===== src/hw/rtl/hsoc_pkg.sv =====
`default_nettype none
// ----------------------------------------------------------------------------
// hsoc_pkg
// Types and constants shared by the heading steering / obstacle controller.
// ----------------------------------------------------------------------------
package hsoc_pkg;

	// Field widths
	localparam int HEAD_W  = 12;
	localparam int GAIN_W  = 7;
	localparam int PULSE_W = 16;
	localparam int RANGE_W = 16;
	localparam int HOLD_W  = 8;

	// Wrapped heading error fits in +/-1800
	localparam int ERR_W   = 12;
	// Gain premultiplied by the divide-by-10 reciprocal
	localparam int GM_W    = 26;
	localparam int PROD_W  = 39;
	localparam int QUO_W   = 16;
	localparam int SUM_W   = 18;

	// Behavior constants
	localparam int NEAR_CM      = 50;
	localparam int PARTIAL_FWD  = 3200;
	localparam int WRAP_HALF    = 1800;
	localparam int WRAP_FULL    = 3600;
	localparam int HOLD_RIGHT   = 65;
	localparam int HOLD_REVERSE = 150;
	localparam int HOLD_LEFT    = 50;

	// floor(y / 10) = (y * RECIP_DIV10) >> RECIP_SHIFT, exact for y < 699050
	localparam int     RECIP_DIV10 = 419431;
	localparam int     RECIP_SHIFT = 22;
	// Offset that keeps the dividend non-negative: 10 * DIV_BIAS > 1800 * 127
	localparam int     DIV_BIAS    = 23000;
	localparam longint BIAS_SCALED = longint'(DIV_BIAS) * 10 * longint'(RECIP_DIV10);

	// Register reset values
	localparam int TARGET_RST  = 1800;
	localparam int GAIN_RST    = 10;
	localparam int CENTER_RST  = 2805;
	localparam int SMIN_RST    = 2185;
	localparam int SMAX_RST    = 3275;
	localparam int DSTOP_RST   = 2765;
	localparam int DREV_RST    = 2028;
	localparam int DFWD_RST    = 3400;

	// Register map, index = paddr[4:2]
	typedef enum logic [2:0] {
		REG_TARGET  = 3'd0,
		REG_GAIN    = 3'd1,
		REG_CENTER  = 3'd2,
		REG_SMIN    = 3'd3,
		REG_SMAX    = 3'd4,
		REG_DSTOP   = 3'd5,
		REG_DREV    = 3'd6,
		REG_DFWD    = 3'd7
	} reg_idx_t;

	// Avoidance stage
	typedef enum logic [1:0] {
		STG_RIGHT   = 2'd0,
		STG_REVERSE = 2'd1,
		STG_STOP    = 2'd2
	} stage_t;

	typedef struct packed {
		logic [HEAD_W-1:0]  target;
		logic [GM_W-1:0]    gm;
		logic [PULSE_W-1:0] center;
		logic [PULSE_W-1:0] steer_min;
		logic [PULSE_W-1:0] steer_max;
	} steer_cfg_t;

endpackage
`default_nettype wire


===== src/hw/rtl/heading_steer_obstacle_controller.sv =====
`default_nettype none
// ----------------------------------------------------------------------------
// heading_steer_obstacle_controller
// Range/heading in, drive and steering commands out.
// ----------------------------------------------------------------------------
// Usage:
//   Input channel (in_valid / in_stall) carries range_cm and heading_now.
//   Output channel (out_valid / out_stall) carries drive_pulse, steer_pulse,
//   hold_ticks and last_of_run. Most items give one result; a near reading
//   in the reverse stage gives two, the second flagged by last_of_run.
//   The input register loads at the accept edge, the product register
//   (heading error times gain) when the item moves on, and the result
//   register after that.
//   One item is accepted every cycle unless out_stall or a pending second
//   result holds the flow; items behind a two-result item wait in place.
//   The result register is the only point where out_stall acts; while it
//   holds, earlier stages fill and then raise in_stall.
//   Registers sit on an APB-style port at byte address 4*index, pready is
//   always high. Write them only while no item is in flight.
//   Reset empties the pipeline, loads the register defaults, sets the
//   avoidance stage to zero and the held steering to the center width.
// ----------------------------------------------------------------------------
module heading_steer_obstacle_controller (
	input  logic        clk,
	input  logic        arst_n,

	input  logic        in_valid,
	output logic        in_stall,
	input  logic [15:0] range_cm,
	input  logic [11:0] heading_now,

	output logic        out_valid,
	input  logic        out_stall,
	output logic [15:0] drive_pulse,
	output logic [15:0] steer_pulse,
	output logic [7:0]  hold_ticks,
	output logic        last_of_run,

	input  logic        psel,
	input  logic        penable,
	input  logic        pwrite,
	input  logic [4:0]  paddr,
	input  logic [31:0] pwdata,
	output logic [31:0] prdata,
	output logic        pready
);
	import hsoc_pkg::*;

	typedef struct packed {
		logic [PULSE_W-1:0] drive;
		logic [PULSE_W-1:0] steer;
		logic [HOLD_W-1:0]  hold;
		logic               last;
		logic               two;
	} result_t;

	// Configuration registers
	logic [HEAD_W-1:0]  target_q;
	logic [GAIN_W-1:0]  gain_q;
	logic [GM_W-1:0]    gm_q;
	logic [PULSE_W-1:0] center_q;
	logic [PULSE_W-1:0] smin_q;
	logic [PULSE_W-1:0] smax_q;
	logic [PULSE_W-1:0] dstop_q;
	logic [PULSE_W-1:0] drev_q;
	logic [PULSE_W-1:0] dfwd_q;

	logic     wr_en;
	reg_idx_t reg_idx;

	// Pipeline
	logic               valid_s1;
	logic [RANGE_W-1:0] range_s1;
	logic [HEAD_W-1:0]  heading_s1;
	logic               valid_s2;
	logic [RANGE_W-1:0] range_s2;

	logic               out_valid_q;
	logic               pend_q;
	logic [PULSE_W-1:0] drive_q;
	logic [PULSE_W-1:0] steer_q;
	logic [HOLD_W-1:0]  hold_q;
	logic               last_q;

	stage_t             stage_q;
	stage_t             stage_d;
	logic [PULSE_W-1:0] steer_hold_q;
	logic [PULSE_W-1:0] steer_hold_d;

	logic               out_free;
	logic               s2_move;
	logic               s2_free;
	logic               s1_move;
	logic               near;
	logic [PULSE_W-1:0] steer_val;
	steer_cfg_t         steer_cfg;
	result_t            res;

	// ------------------------------------------------------------------
	// Configuration port
	// ------------------------------------------------------------------
	assign pready  = 1'b1;
	assign wr_en   = psel & penable & pwrite & pready;
	assign reg_idx = reg_idx_t'(paddr[4:2]);

	always_ff @(posedge clk or negedge arst_n) begin
		if (!arst_n) begin
			target_q <= HEAD_W'(TARGET_RST);
			gain_q   <= GAIN_W'(GAIN_RST);
			gm_q     <= GM_W'(GAIN_RST * RECIP_DIV10);
			center_q <= PULSE_W'(CENTER_RST);
			smin_q   <= PULSE_W'(SMIN_RST);
			smax_q   <= PULSE_W'(SMAX_RST);
			dstop_q  <= PULSE_W'(DSTOP_RST);
			drev_q   <= PULSE_W'(DREV_RST);
			dfwd_q   <= PULSE_W'(DFWD_RST);
		end else if (wr_en) begin
			case (reg_idx)
				REG_TARGET: target_q <= pwdata[HEAD_W-1:0];
				REG_GAIN: begin
					gain_q <= pwdata[GAIN_W-1:0];
					// keep the gain premultiplied by the reciprocal of 10
					gm_q   <= GM_W'(32'(pwdata[GAIN_W-1:0]) * 32'(RECIP_DIV10));
				end
				REG_CENTER: center_q <= pwdata[PULSE_W-1:0];
				REG_SMIN:   smin_q   <= pwdata[PULSE_W-1:0];
				REG_SMAX:   smax_q   <= pwdata[PULSE_W-1:0];
				REG_DSTOP:  dstop_q  <= pwdata[PULSE_W-1:0];
				REG_DREV:   drev_q   <= pwdata[PULSE_W-1:0];
				REG_DFWD:   dfwd_q   <= pwdata[PULSE_W-1:0];
				default: ;
			endcase
		end
	end

	always_comb begin
		case (reg_idx)
			REG_TARGET: prdata = 32'(target_q);
			REG_GAIN:   prdata = 32'(gain_q);
			REG_CENTER: prdata = 32'(center_q);
			REG_SMIN:   prdata = 32'(smin_q);
			REG_SMAX:   prdata = 32'(smax_q);
			REG_DSTOP:  prdata = 32'(dstop_q);
			REG_DREV:   prdata = 32'(drev_q);
			REG_DFWD:   prdata = 32'(dfwd_q);
			default:    prdata = '0;
		endcase
	end

	// ------------------------------------------------------------------
	// Flow control
	// ------------------------------------------------------------------
	assign out_free = !out_valid_q || !out_stall;
	assign s2_move  = valid_s2 && out_free && !pend_q;
	assign s2_free  = !valid_s2 || s2_move;
	assign s1_move  = valid_s1 && s2_free;
	assign in_stall = valid_s1 && !s2_free;

	always_ff @(posedge clk or negedge arst_n) begin
		if (!arst_n) begin
			valid_s1 <= 1'b0;
			valid_s2 <= 1'b0;
		end else begin
			if (!in_stall) begin
				valid_s1 <= in_valid;
			end
			if (s2_free) begin
				valid_s2 <= s1_move;
			end
		end
	end

	always_ff @(posedge clk) begin
		if (in_valid && !in_stall) begin
			range_s1   <= range_cm;
			heading_s1 <= heading_now;
		end
		if (s1_move) begin
			range_s2 <= range_s1;
		end
	end

	// ------------------------------------------------------------------
	// Steering arithmetic
	// ------------------------------------------------------------------
	assign steer_cfg = '{
		target:    target_q,
		gm:        gm_q,
		center:    center_q,
		steer_min: smin_q,
		steer_max: smax_q
	};

	hsoc_steer u_steer (
		.clk       (clk),
		.load      (s1_move),
		.heading   (heading_s1),
		.cfg       (steer_cfg),
		.steer_val (steer_val)
	);

	// ------------------------------------------------------------------
	// Avoidance stage
	// ------------------------------------------------------------------
	assign near = range_s2 < RANGE_W'(NEAR_CM);

	always_comb begin
		stage_d      = stage_q;
		steer_hold_d = steer_hold_q;
		if (!near) begin
			stage_d      = STG_RIGHT;
			steer_hold_d = steer_val;
		end else begin
			case (stage_q)
				STG_RIGHT: begin
					stage_d      = STG_REVERSE;
					steer_hold_d = smax_q;
				end
				STG_REVERSE: begin
					stage_d      = STG_STOP;
					steer_hold_d = smin_q;
				end
				default: ;
			endcase
		end
	end

	// First result of the item in stage 2; a second one follows when two is set
	always_comb begin
		res = '{drive: dstop_q, steer: steer_hold_q, hold: '0, last: 1'b1, two: 1'b0};
		if (!near) begin
			res = '{drive: dfwd_q, steer: steer_val, hold: '0, last: 1'b1, two: 1'b0};
		end else begin
			case (stage_q)
				STG_RIGHT: res = '{drive: PULSE_W'(PARTIAL_FWD), steer: smax_q,
					hold: HOLD_W'(HOLD_RIGHT), last: 1'b1, two: 1'b0};
				STG_REVERSE: res = '{drive: drev_q, steer: steer_hold_q,
					hold: HOLD_W'(HOLD_REVERSE), last: 1'b0, two: 1'b1};
				default: ;
			endcase
		end
	end

	always_ff @(posedge clk or negedge arst_n) begin
		if (!arst_n) begin
			stage_q      <= STG_RIGHT;
			steer_hold_q <= PULSE_W'(CENTER_RST);
		end else if (s2_move) begin
			stage_q      <= stage_d;
			steer_hold_q <= steer_hold_d;
		end
	end

	// ------------------------------------------------------------------
	// Result register with one pending follow-up result
	// ------------------------------------------------------------------
	always_ff @(posedge clk or negedge arst_n) begin
		if (!arst_n) begin
			out_valid_q <= 1'b0;
			pend_q      <= 1'b0;
		end else if (out_free) begin
			if (pend_q) begin
				out_valid_q <= 1'b1;
				pend_q      <= 1'b0;
			end else begin
				out_valid_q <= valid_s2;
				pend_q      <= valid_s2 && res.two;
			end
		end
	end

	always_ff @(posedge clk) begin
		if (out_free) begin
			if (pend_q) begin
				drive_q <= dfwd_q;
				steer_q <= smin_q;
				hold_q  <= HOLD_W'(HOLD_LEFT);
				last_q  <= 1'b1;
			end else if (valid_s2) begin
				drive_q <= res.drive;
				steer_q <= res.steer;
				hold_q  <= res.hold;
				last_q  <= res.last;
			end
		end
	end

	assign out_valid   = out_valid_q;
	assign drive_pulse = drive_q;
	assign steer_pulse = steer_q;
	assign hold_ticks  = hold_q;
	assign last_of_run = last_q;

	// ------------------------------------------------------------------
	// Assertions
	// ------------------------------------------------------------------
	a_pend_has_first: assert property (@(posedge clk) disable iff (!arst_n)
		pend_q |-> (out_valid_q && !last_q))
		else $error("pending result without a first result shown");

	a_second_follows: assert property (@(posedge clk) disable iff (!arst_n)
		(out_valid_q && !out_stall && !last_q) |=> (out_valid_q && last_q))
		else $error("second result did not follow the first");

	a_reverse_to_stop: assert property (@(posedge clk) disable iff (!arst_n)
		(s2_move && near && stage_q == STG_REVERSE) |=>
		(stage_q == STG_STOP && steer_hold_q == $past(smin_q)))
		else $error("reverse stage did not advance to stop");

	a_far_resets_stage: assert property (@(posedge clk) disable iff (!arst_n)
		(s2_move && !near) |=> (stage_q == STG_RIGHT))
		else $error("far reading did not reset the stage");

	a_stall_only_full: assert property (@(posedge clk) disable iff (!arst_n)
		in_stall |-> (valid_s1 && valid_s2 && out_valid_q))
		else $error("input stalled with room in the pipeline");

endmodule
`default_nettype wire


===== src/hw/rtl/hsoc_steer.sv =====
`default_nettype none
// ----------------------------------------------------------------------------
// hsoc_steer
// Proportional steering: wrap the heading error, scale by gain, floor-divide
// by 10, add the center width and clamp. Product registered between halves.
// ----------------------------------------------------------------------------
module hsoc_steer (
	input  logic                        clk,
	input  logic                        load,
	input  logic [hsoc_pkg::HEAD_W-1:0] heading,
	input  hsoc_pkg::steer_cfg_t        cfg,
	output logic [hsoc_pkg::PULSE_W-1:0] steer_val
);
	import hsoc_pkg::*;

	logic signed [ERR_W+1:0]  err_raw;
	logic signed [ERR_W+1:0]  err_hi;
	logic signed [ERR_W+1:0]  err_wrap;
	logic signed [ERR_W-1:0]  err_w;
	logic signed [PROD_W-1:0] product_s2;
	logic        [PROD_W-1:0] scaled;
	logic        [QUO_W-1:0]  quo_biased;
	logic signed [SUM_W-1:0]  sum_raw;
	logic signed [SUM_W-1:0]  sum_lo;
	logic signed [SUM_W-1:0]  sum_clamp;

	// Each wrap correction is applied once
	always_comb begin
		err_raw = $signed({2'b00, cfg.target}) - $signed({2'b00, heading});
		err_hi = err_raw;
		if (err_raw > $signed((ERR_W+2)'(WRAP_HALF))) begin
			err_hi = err_raw - $signed((ERR_W+2)'(WRAP_FULL));
		end
		err_wrap = err_hi;
		if (err_hi < -$signed((ERR_W+2)'(WRAP_HALF))) begin
			err_wrap = err_hi + $signed((ERR_W+2)'(WRAP_FULL));
		end
		err_w = $signed(err_wrap[ERR_W-1:0]);
	end

	always_ff @(posedge clk) begin
		if (load) begin
			product_s2 <= PROD_W'(err_w) * PROD_W'($signed({1'b0, cfg.gm}));
		end
	end

	// Biased dividend is non-negative, so the shift gives the floor
	always_comb begin
		scaled     = $unsigned(product_s2 + $signed(PROD_W'(BIAS_SCALED)));
		quo_biased = scaled[RECIP_SHIFT +: QUO_W];
		sum_raw    = $signed({2'b00, quo_biased}) + $signed({2'b00, cfg.center})
			- $signed(SUM_W'(DIV_BIAS));
		sum_lo = sum_raw;
		if (sum_raw < $signed({2'b00, cfg.steer_min})) begin
			sum_lo = $signed({2'b00, cfg.steer_min});
		end
		sum_clamp = sum_lo;
		if (sum_lo > $signed({2'b00, cfg.steer_max})) begin
			sum_clamp = $signed({2'b00, cfg.steer_max});
		end
		steer_val = sum_clamp[PULSE_W-1:0];
	end

endmodule
`default_nettype wire

===== config.mk =====
export PLATFORM = sky130hd
export DESIGN_NAME = heading_steer_obstacle_controller
export DESIGN_NICKNAME = d
export VERILOG_FILES = /design/src/hw/rtl/hsoc_pkg.sv /design/src/hw/rtl/heading_steer_obstacle_controller.sv /design/src/hw/rtl/hsoc_steer.sv
export SDC_FILE = /design/constraint.sdc
export NUM_CORES = 1
export LEC_CHECK = 0
export BUFFER_PORTS_ARGS = -buffer_cell sky130_fd_sc_hd__buf_2
export CAP_MARGIN = 10
export CELL_PAD_IN_SITES_DETAIL_PLACEMENT = 1
export CELL_PAD_IN_SITES_GLOBAL_PLACEMENT = 1
export CORE_MARGIN = 5
export CORE_UTILIZATION = 45
export DETAILED_ROUTE_END_ITERATION = 8
export GPL_TIMING_DRIVEN = 0
export HOLD_SLACK_MARGIN = 0.05
export PLACE_DENSITY = 0.84
export SYNTH_ARGS = -nofsm -noshare
export SYNTH_HDL_FRONTEND = slang
export SYNTH_SLANG_ARGS = --single-unit

===== constraint.sdc =====
create_clock -name clk -period 12.2 [get_ports clk]
set_clock_uncertainty 0.2 [all_clocks]
set_input_delay 2.44 -clock clk [delete_from_list [all_inputs] [get_ports clk]]
set_output_delay 2.44 -clock clk [all_outputs]
set_load 0.005 [all_outputs]

==> flow_metrics.py, run 1 <==
metrics = {
    "run_status": {
        "outcome": "finished, final reports clean",
    },
    "min_path": {
        "hp-class": "reg2reg",
        "hold_path_depth": 0,
    },
    "floorplanning": {
        "ios": 148,
        "dieArea_um2": 65920,
        "coreArea_um2": 60360,
        "start_util": 0.4539,
        "core.rowCount": 90,
        "fp.dieW_um": 256.8,
        "die_y_um": 256.8,
    },
    "sta": {
        "finalSetupViolCount": 0,
        "timing.fmax_ghz": 0.08454,
        "post-route-period-util": 0.9696,
        "hold_violations": 0,
        "fin_crit_ns": 11.83,
        "tightest_slew_ns": 1.355,
        "fin_tns_setup_ns": 0,
        "slew_viol_final": 0,
        "slew-limit-headroom": 0.09482,
    },
    "global_route": {
        "first_global_vias": 25300,
        "grt_max_degree": 112,
        "grt_overflow": 0,
        "antenna_found_initial": 2,
        "track_usage": 0.2798,
        "grt_pass1_wl_um": 146800,
    },
    "layout": {
        "multi_input_area_um2": 17660,
        "utilization": 0.5017,
        "num-nets-final": 3587,
        "syn2layout_area_growth_pct": 10.53,
        "final_cell_count_no_fill": 3858,
        "nFillCells": 6945,
        "final_cell_area_um2": 30280,
        "layout-drive-gt1-share": 0.1476,
        "ff_latch_area_um2": 7517,
        "diodes": 0,
    },
    "placed_design": {
        "placed_cell_area_um2": 29100,
        "dp_cells": 3793,
        "gp_congestion": 0.9629,
        "port_buffers": 110,
        "hpwlAfterDp_um": 75790,
    },
    "yosys": {
        "syn_avg_cell_area_um2": 9.507,
        "synth-edff-count": 113,
        "synthCells": 2882,
        "synthFlopType": "edfxtp_1",
        "syn_area_um2": 27400,
        "async_flop_share": 0.5891,
        "seq_area_frac_synth": 0.2744,
        "synth_cell_types": 93,
        "yosys_warnings": 0,
        "ys_ff_latch": 275,
    },
    "setup_path": {
        "critical-path-max-stage-delay_ns": 0.55,
        "required_ns": 12.32,
        "path_class": "reg2reg",
        "worstPathArrival_ns": 11.95,
        "worstPathMaxFanout": 10,
        "slowest_stage": "fa_1",
        "worstSetupStartpointType": "flop",
        "reg2regPathDepth": 45,
        "end_kind": "flop",
    },
    "route": {
        "drc": 0,
        "drt-pass1-iter-count": 6,
        "dr_total_vias": 23010,
        "first_iter_violations": 1663,
        "wl_per_cell_um": 24.51,
        "drtAntennaViolNets": 0,
        "wl_um": 94550,
        "vias_per_cell": 5.965,
    },
    "clock_tree": {
        "cts.clk_slew.worst_paths_ns": 0.06,
        "ctsLongestPathBuffers": 3,
        "clk_latency_ns": 0.59,
        "htreeDepth": 1,
        "cts_tree": "yes",
        "clock-root-buffer": "clkbuf_16",
        "cts_made_buffers": 31,
        "clock-sinks": 275,
    },
    "flow_run": {
        "drv_cap": 0,
    },
}
what timing repair did:
item | in CTS | in global routing
setup buffers | 0 | 6
hold buffers | 0 | 0
pin swaps | 1 | 3
gates resized for setup | 7 | 31
endpoints found under the setup margin | 6 | 13
registers in the layout, summed over array words and instances (netlist names), 15 cells and up:
| name | count |
|---|---|
| u_steer.product_s2 | 34 |
| gm_q | 25 |
| center_q | 16 |
| dfwd_q | 16 |
| drev_q | 16 |
| drive_pulse | 16 |
| dstop_q | 16 |
| smax_q | 16 |
| smin_q | 16 |
| steer_hold_q | 16 |
| steer_pulse | 16 |
| range_s1 | 15 |
| range_s2 | 15 |
critical path: cells and delay by family (launching register included):
kind | cells | cell delay [ns]
buf+inv | 10 | 1.25
fa+ha+maj | 10 | 4.12
flops | 1 | 0.38
compound gates | 20 | 4.58
simple gates | 3 | 0.50
xor+xnor | 2 | 0.56
cell usage after synthesis, types with 7 or more instances:
cell,instances,share of area
dfstp_2,56,0.054
and4_1,7,0.0022
edfxtp_1,113,0.12
o21bai_1,17,0.0047
a31oi_1,23,0.0053
and2_1,23,0.0053
nor3_1,27,0.0049
nor3b_1,7,0.0019
buf_1,13,0.0018
xor2_1,31,0.0099
o211ai_1,30,0.0082
o31ai_1,7,0.0019
nand2_1,269,0.037
mux2_2,96,0.039
a211oi_1,10,0.0027
a21o_1,52,0.014
dfrtp_1,106,0.097
a21boi_0,18,0.0049
buf_4,22,0.0060
nor2b_1,17,0.0039
xnor2_1,61,0.019
nor4_1,8,0.0018
o21a_1,36,0.0099
buf_2,27,0.0049
or2_2,15,0.0034
clkbuf_1,101,0.014
and3_1,28,0.0064
a21bo_2,8,0.0029
fa_1,258,0.19
o21ai_0,135,0.025
a21oi_1,115,0.021
nand2b_1,34,0.0078
a221oi_1,24,0.0077
inv_1,430,0.059
a22o_1,11,0.0035
or3_1,7,0.0016
mux2i_1,19,0.0069
nand4_1,19,0.0043
ha_1,206,0.094
o22ai_1,34,0.0078
nor2_1,150,0.021
nand3_1,98,0.018
per-layer routing:
metal  track usage  vias up  wire, um
met5             0        -        13
met4        0.1109        2      4408
met3       0.03749      276      5554
met2        0.4923      882     47230
met1        0.3496    11790     37340
li1              -    10060         -
stage by stage:
step / worst slack (ns) / hold WS, ns
after floorplan: 2.004 / 0.2003
after global placement: 0.2385 / 0.2036
after detailed placement: -0.3455 / 0.2063
after CTS: 0.07368 / 0.2187
after global routing: -0.05203 / 0.2316
final: 0.3714 / 0.2153
area by class of cell:
type	count	share of cell area
multi-input cells	2025	0.5831
flip-flops and latches	275	0.2482
inverters	432	0.05355
well taps	782	0.03231
clock buffers	41	0.02888
plain buffers	166	0.02620
repair buffers	120	0.02314
clock inverters	17	0.004586
cells in the final DEF (no fill, tap or decap), types with 56 or more instances in the layout:
master,instances
clkbuf_1,98
fa_1,258
buf_2,131
nand2_1,268
o21ai_0,132
nor2_1,150
dfrtp_1,106
xnor2_1,59
mux2_2,96
edfxtp_1,113
inv_1,430
nand3_1,97
dfstp_2,56
a21oi_1,113
ha_1,206
final timing paths:
kind / slack, ns / to / start
max: 0.37 / u_steer.product_s2[37]$_DFFE_PP_ / target_q[0]$_DFFE_PN0P_
min: 0.22 / range_s2[2]$_DFFE_PP_ / range_s1[2]$_DFFE_PP_
max reg2reg: 0.37 / u_steer.product_s2[37]$_DFFE_PP_ / target_q[0]$_DFFE_PN0P_
min reg2reg: 0.22 / range_s2[2]$_DFFE_PP_ / range_s1[2]$_DFFE_PP_
max in group asynchronous: 9.29 / target_q[5]$_DFFE_PN0P_ / arst_n
min in group asynchronous: 1.54 / steer_hold_q[14]$_DFFE_PN0P_ / arst_n
logic make-up after synthesis:
kind of cell               count (synthesis)  synth area share
AOI/OAI and AO/OA                        602            0.1505
muxes                                    120           0.04991
DFF                                      275            0.2744
xor gates and xnor gates                  93           0.03023
buffers and inverters                    598           0.08731
and+or+nand+nor                          728            0.1249
adders and majority gates                464            0.2826
other                                      2         0.0002741
Power of run 1 is left out: the tool's default activity adds up to more than one toggle a clock period on the data nets, which glitch-free logic cannot reach.
==> run 2, diff against run 1 <==
- ABC_AREA: default -> 1
- PLACE_DENSITY: 0.84 -> 0.86
==> flow_metrics.py, run 2 <==
metrics = {
    "setup_path": {
        "slowest_stage": "a21boi_0",
        "worstPathMaxFanout": 10,
        "required_ns": 12.29,
        "end_kind": "flop",
        "critical-path-max-stage-delay_ns": 0.77,
        "path_class": "reg2reg",
        "worstSetupStartpointType": "flop",
        "worstPathArrival_ns": 11.02,
        "reg2regPathDepth": 49,
    },
    "placed_design": {
        "port_buffers": 109,
        "gp_congestion": 0.9292,
        "hpwlAfterDp_um": 72380,
    },
    "sta": {
        "fin_tns_setup_ns": 0,
        "finalSetupViolCount": 0,
        "rsz0062_at_grt": "no",
        "hold_violations": 0,
        "slew-limit-headroom": 0.2937,
        "slew_viol_final": 0,
        "fin_crit_ns": 10.93,
        "timing.fmax_ghz": 0.09146,
        "post-route-period-util": 0.8962,
        "tightest_slew_ns": 1.046,
    },
    "yosys": {
        "ys_ff_latch": 275,
        "seq_area_frac_synth": 0.2838,
        "synth-edff-count": 113,
        "syn_area_um2": 26490,
        "synth_area_leaders": "fa_1, edfxtp_1, dfrtp_1",
        "synthCells": 3190,
        "synthTopCellsByCount": "nand2_1, inv_1, fa_1",
        "synth_top_area_frac": 0.1950,
        "yosys_warnings": 0,
        "async_flop_share": 0.5891,
        "yosys.area.top_type": "fa_1",
        "synthFlopType": "edfxtp_1",
        "synth_cell_types": 52,
        "yosys.cell_count.top_type": "nand2_1",
        "syn_avg_cell_area_um2": 8.304,
    },
    "clock_tree": {
        "cts_made_buffers": 35,
        "cts.clk_slew.worst_paths_ns": 0.06,
        "cts_hold_buffers": 0,
        "post_cts_buffers": 0,
        "clock-sinks": 275,
        "clk_latency_ns": 0.56,
        "htreeDepth": 2,
        "cts_tree": "yes",
        "ctsLongestPathBuffers": 3,
        "ctsResizeCount": 0,
        "clock-root-buffer": "clkbuf_16",
    },
    "layout": {
        "num-nets-final": 3892,
        "layout-drive-gt1-share": 0.09580,
        "syn2layout_area_growth_pct": 10.65,
        "final_cell_mix": "nand2_1, inv_1, fa_1",
        "largestRegisters": "u_steer.product_s2 (34), gm_q (25)",
        "layout_commonest_cell": "nand2_1",
        "top_register": "u_steer.product_s2",
        "largest_register_ffs": 34,
    },
    "route": {
        "wl_per_cell_um": 21.87,
        "drt-pass1-iter-count": 7,
        "drc": 0,
        "first_iter_violations": 1824,
        "vias_per_cell": 5.622,
        "drtAntennaViolNets": 0,
        "wl_um": 90880,
        "dr_total_vias": 23370,
    },
    "global_route": {
        "antenna_found_initial": 4,
        "grt_overflow": 0,
        "grt_pass1_wl_um": 141800,
        "grt_max_degree": 92,
        "track_usage": 0.2836,
        "first_global_vias": 25340,
    },
    "floorplanning": {
        "die_y_um": 252.6,
        "ios": 148,
        "fp.dieW_um": 252.6,
        "core.rowCount": 89,
        "start_util": 0.4514,
        "coreArea_um2": 58690,
        "dieArea_um2": 63820,
    },
    "min_path": {
        "hp-class": "reg2reg",
        "hold_path_depth": 0,
    },
    "flow_run": {
        "drv_cap": 0,
    },
    "run_status": {
        "outcome": "finished, final reports clean",
    },
}
[run 2: final timing paths]
path,end,slack (ns),startpoint
max,u_steer.product_s2[36]$_DFFE_PP_,1.27,target_q[0]$_DFFE_PN0P_
min,range_s2[8]$_DFFE_PP_,0.22,range_s1[8]$_DFFE_PP_
max in group asynchronous,center_q[6]$_DFFE_PN1P_,9.26,arst_n
min in group asynchronous,dstop_q[12]$_DFFE_PN0P_,1.65,arst_n
min reg2reg,range_s2[8]$_DFFE_PP_,0.22,range_s1[8]$_DFFE_PP_
max reg2reg,u_steer.product_s2[36]$_DFFE_PP_,1.27,target_q[0]$_DFFE_PN0P_
[run 2: cell type report]
type / count / area (um^2)
Fill cell: 7142 / 29370
Multi-Input combinational cell: 2163 / 16040
Sequential cell: 275 / 7517
Inverter: 637 / 2396
Clock buffer: 48 / 977.2
Tap cell: 773 / 967.2
Timing Repair Buffer: 113 / 650.6
Buffer: 131 / 620.6
Clock inverter: 15 / 137.6
Antenna cell: 1 / 2.502
[run 2: worst max-delay path, delay by kind of cell, from the launching register on]
kind,cells,cell delay (ns)
AO/OA/AOI/OAI,7,2.27
adder cells (fa/ha/maj),10,3.97
buffers and inverters,11,1.26
XOR/XNOR,2,0.33
AND/OR/NAND/NOR,19,2.22
flip-flops,1,0.38
[run 2: cells by family after synthesis]
| group | share of synthesized area |
|---|---|
| AO/OA/AOI/OAI | 0.1060 |
| flip-flops | 0.2838 |
| AND/OR/NAND/NOR | 0.1745 |
| multiplexers | 0.004157 |
| XOR/XNOR | 0.02513 |
| buffers and inverters | 0.1139 |
| other | 0.0002835 |
| adder cells (fa/ha/maj) | 0.2923 |
[run 2: per-layer routing]
metal | wire length (um) | vias up | GRT usage
met1 | 35370 | 11710 | 0.3440
met5 | 23 | - | 0
met3 | 6000 | 298 | 0.04404
met4 | 5294 | 4 | 0.1352
met2 | 44190 | 941 | 0.4951
li1 | - | 10410 | -
[run 2: through the flow]
stage                     instances  setup WS (ns)  hold slack (ns)    util  instance area (um^2)
after CTS                      4155          1.324           0.2195  0.4994                 29310
after global placement         4088          1.596           0.2003  0.4782                 28060
after floorplan                3206          3.677           0.2003       -                 26550
final                          4156          1.267           0.2183  0.4995                 29310
after detailed placement       4092          1.452           0.2057  0.4804                 28190
after global routing           4155         0.6831           0.2227  0.4994                 29310
Power of run 2 is left out for the same reason.
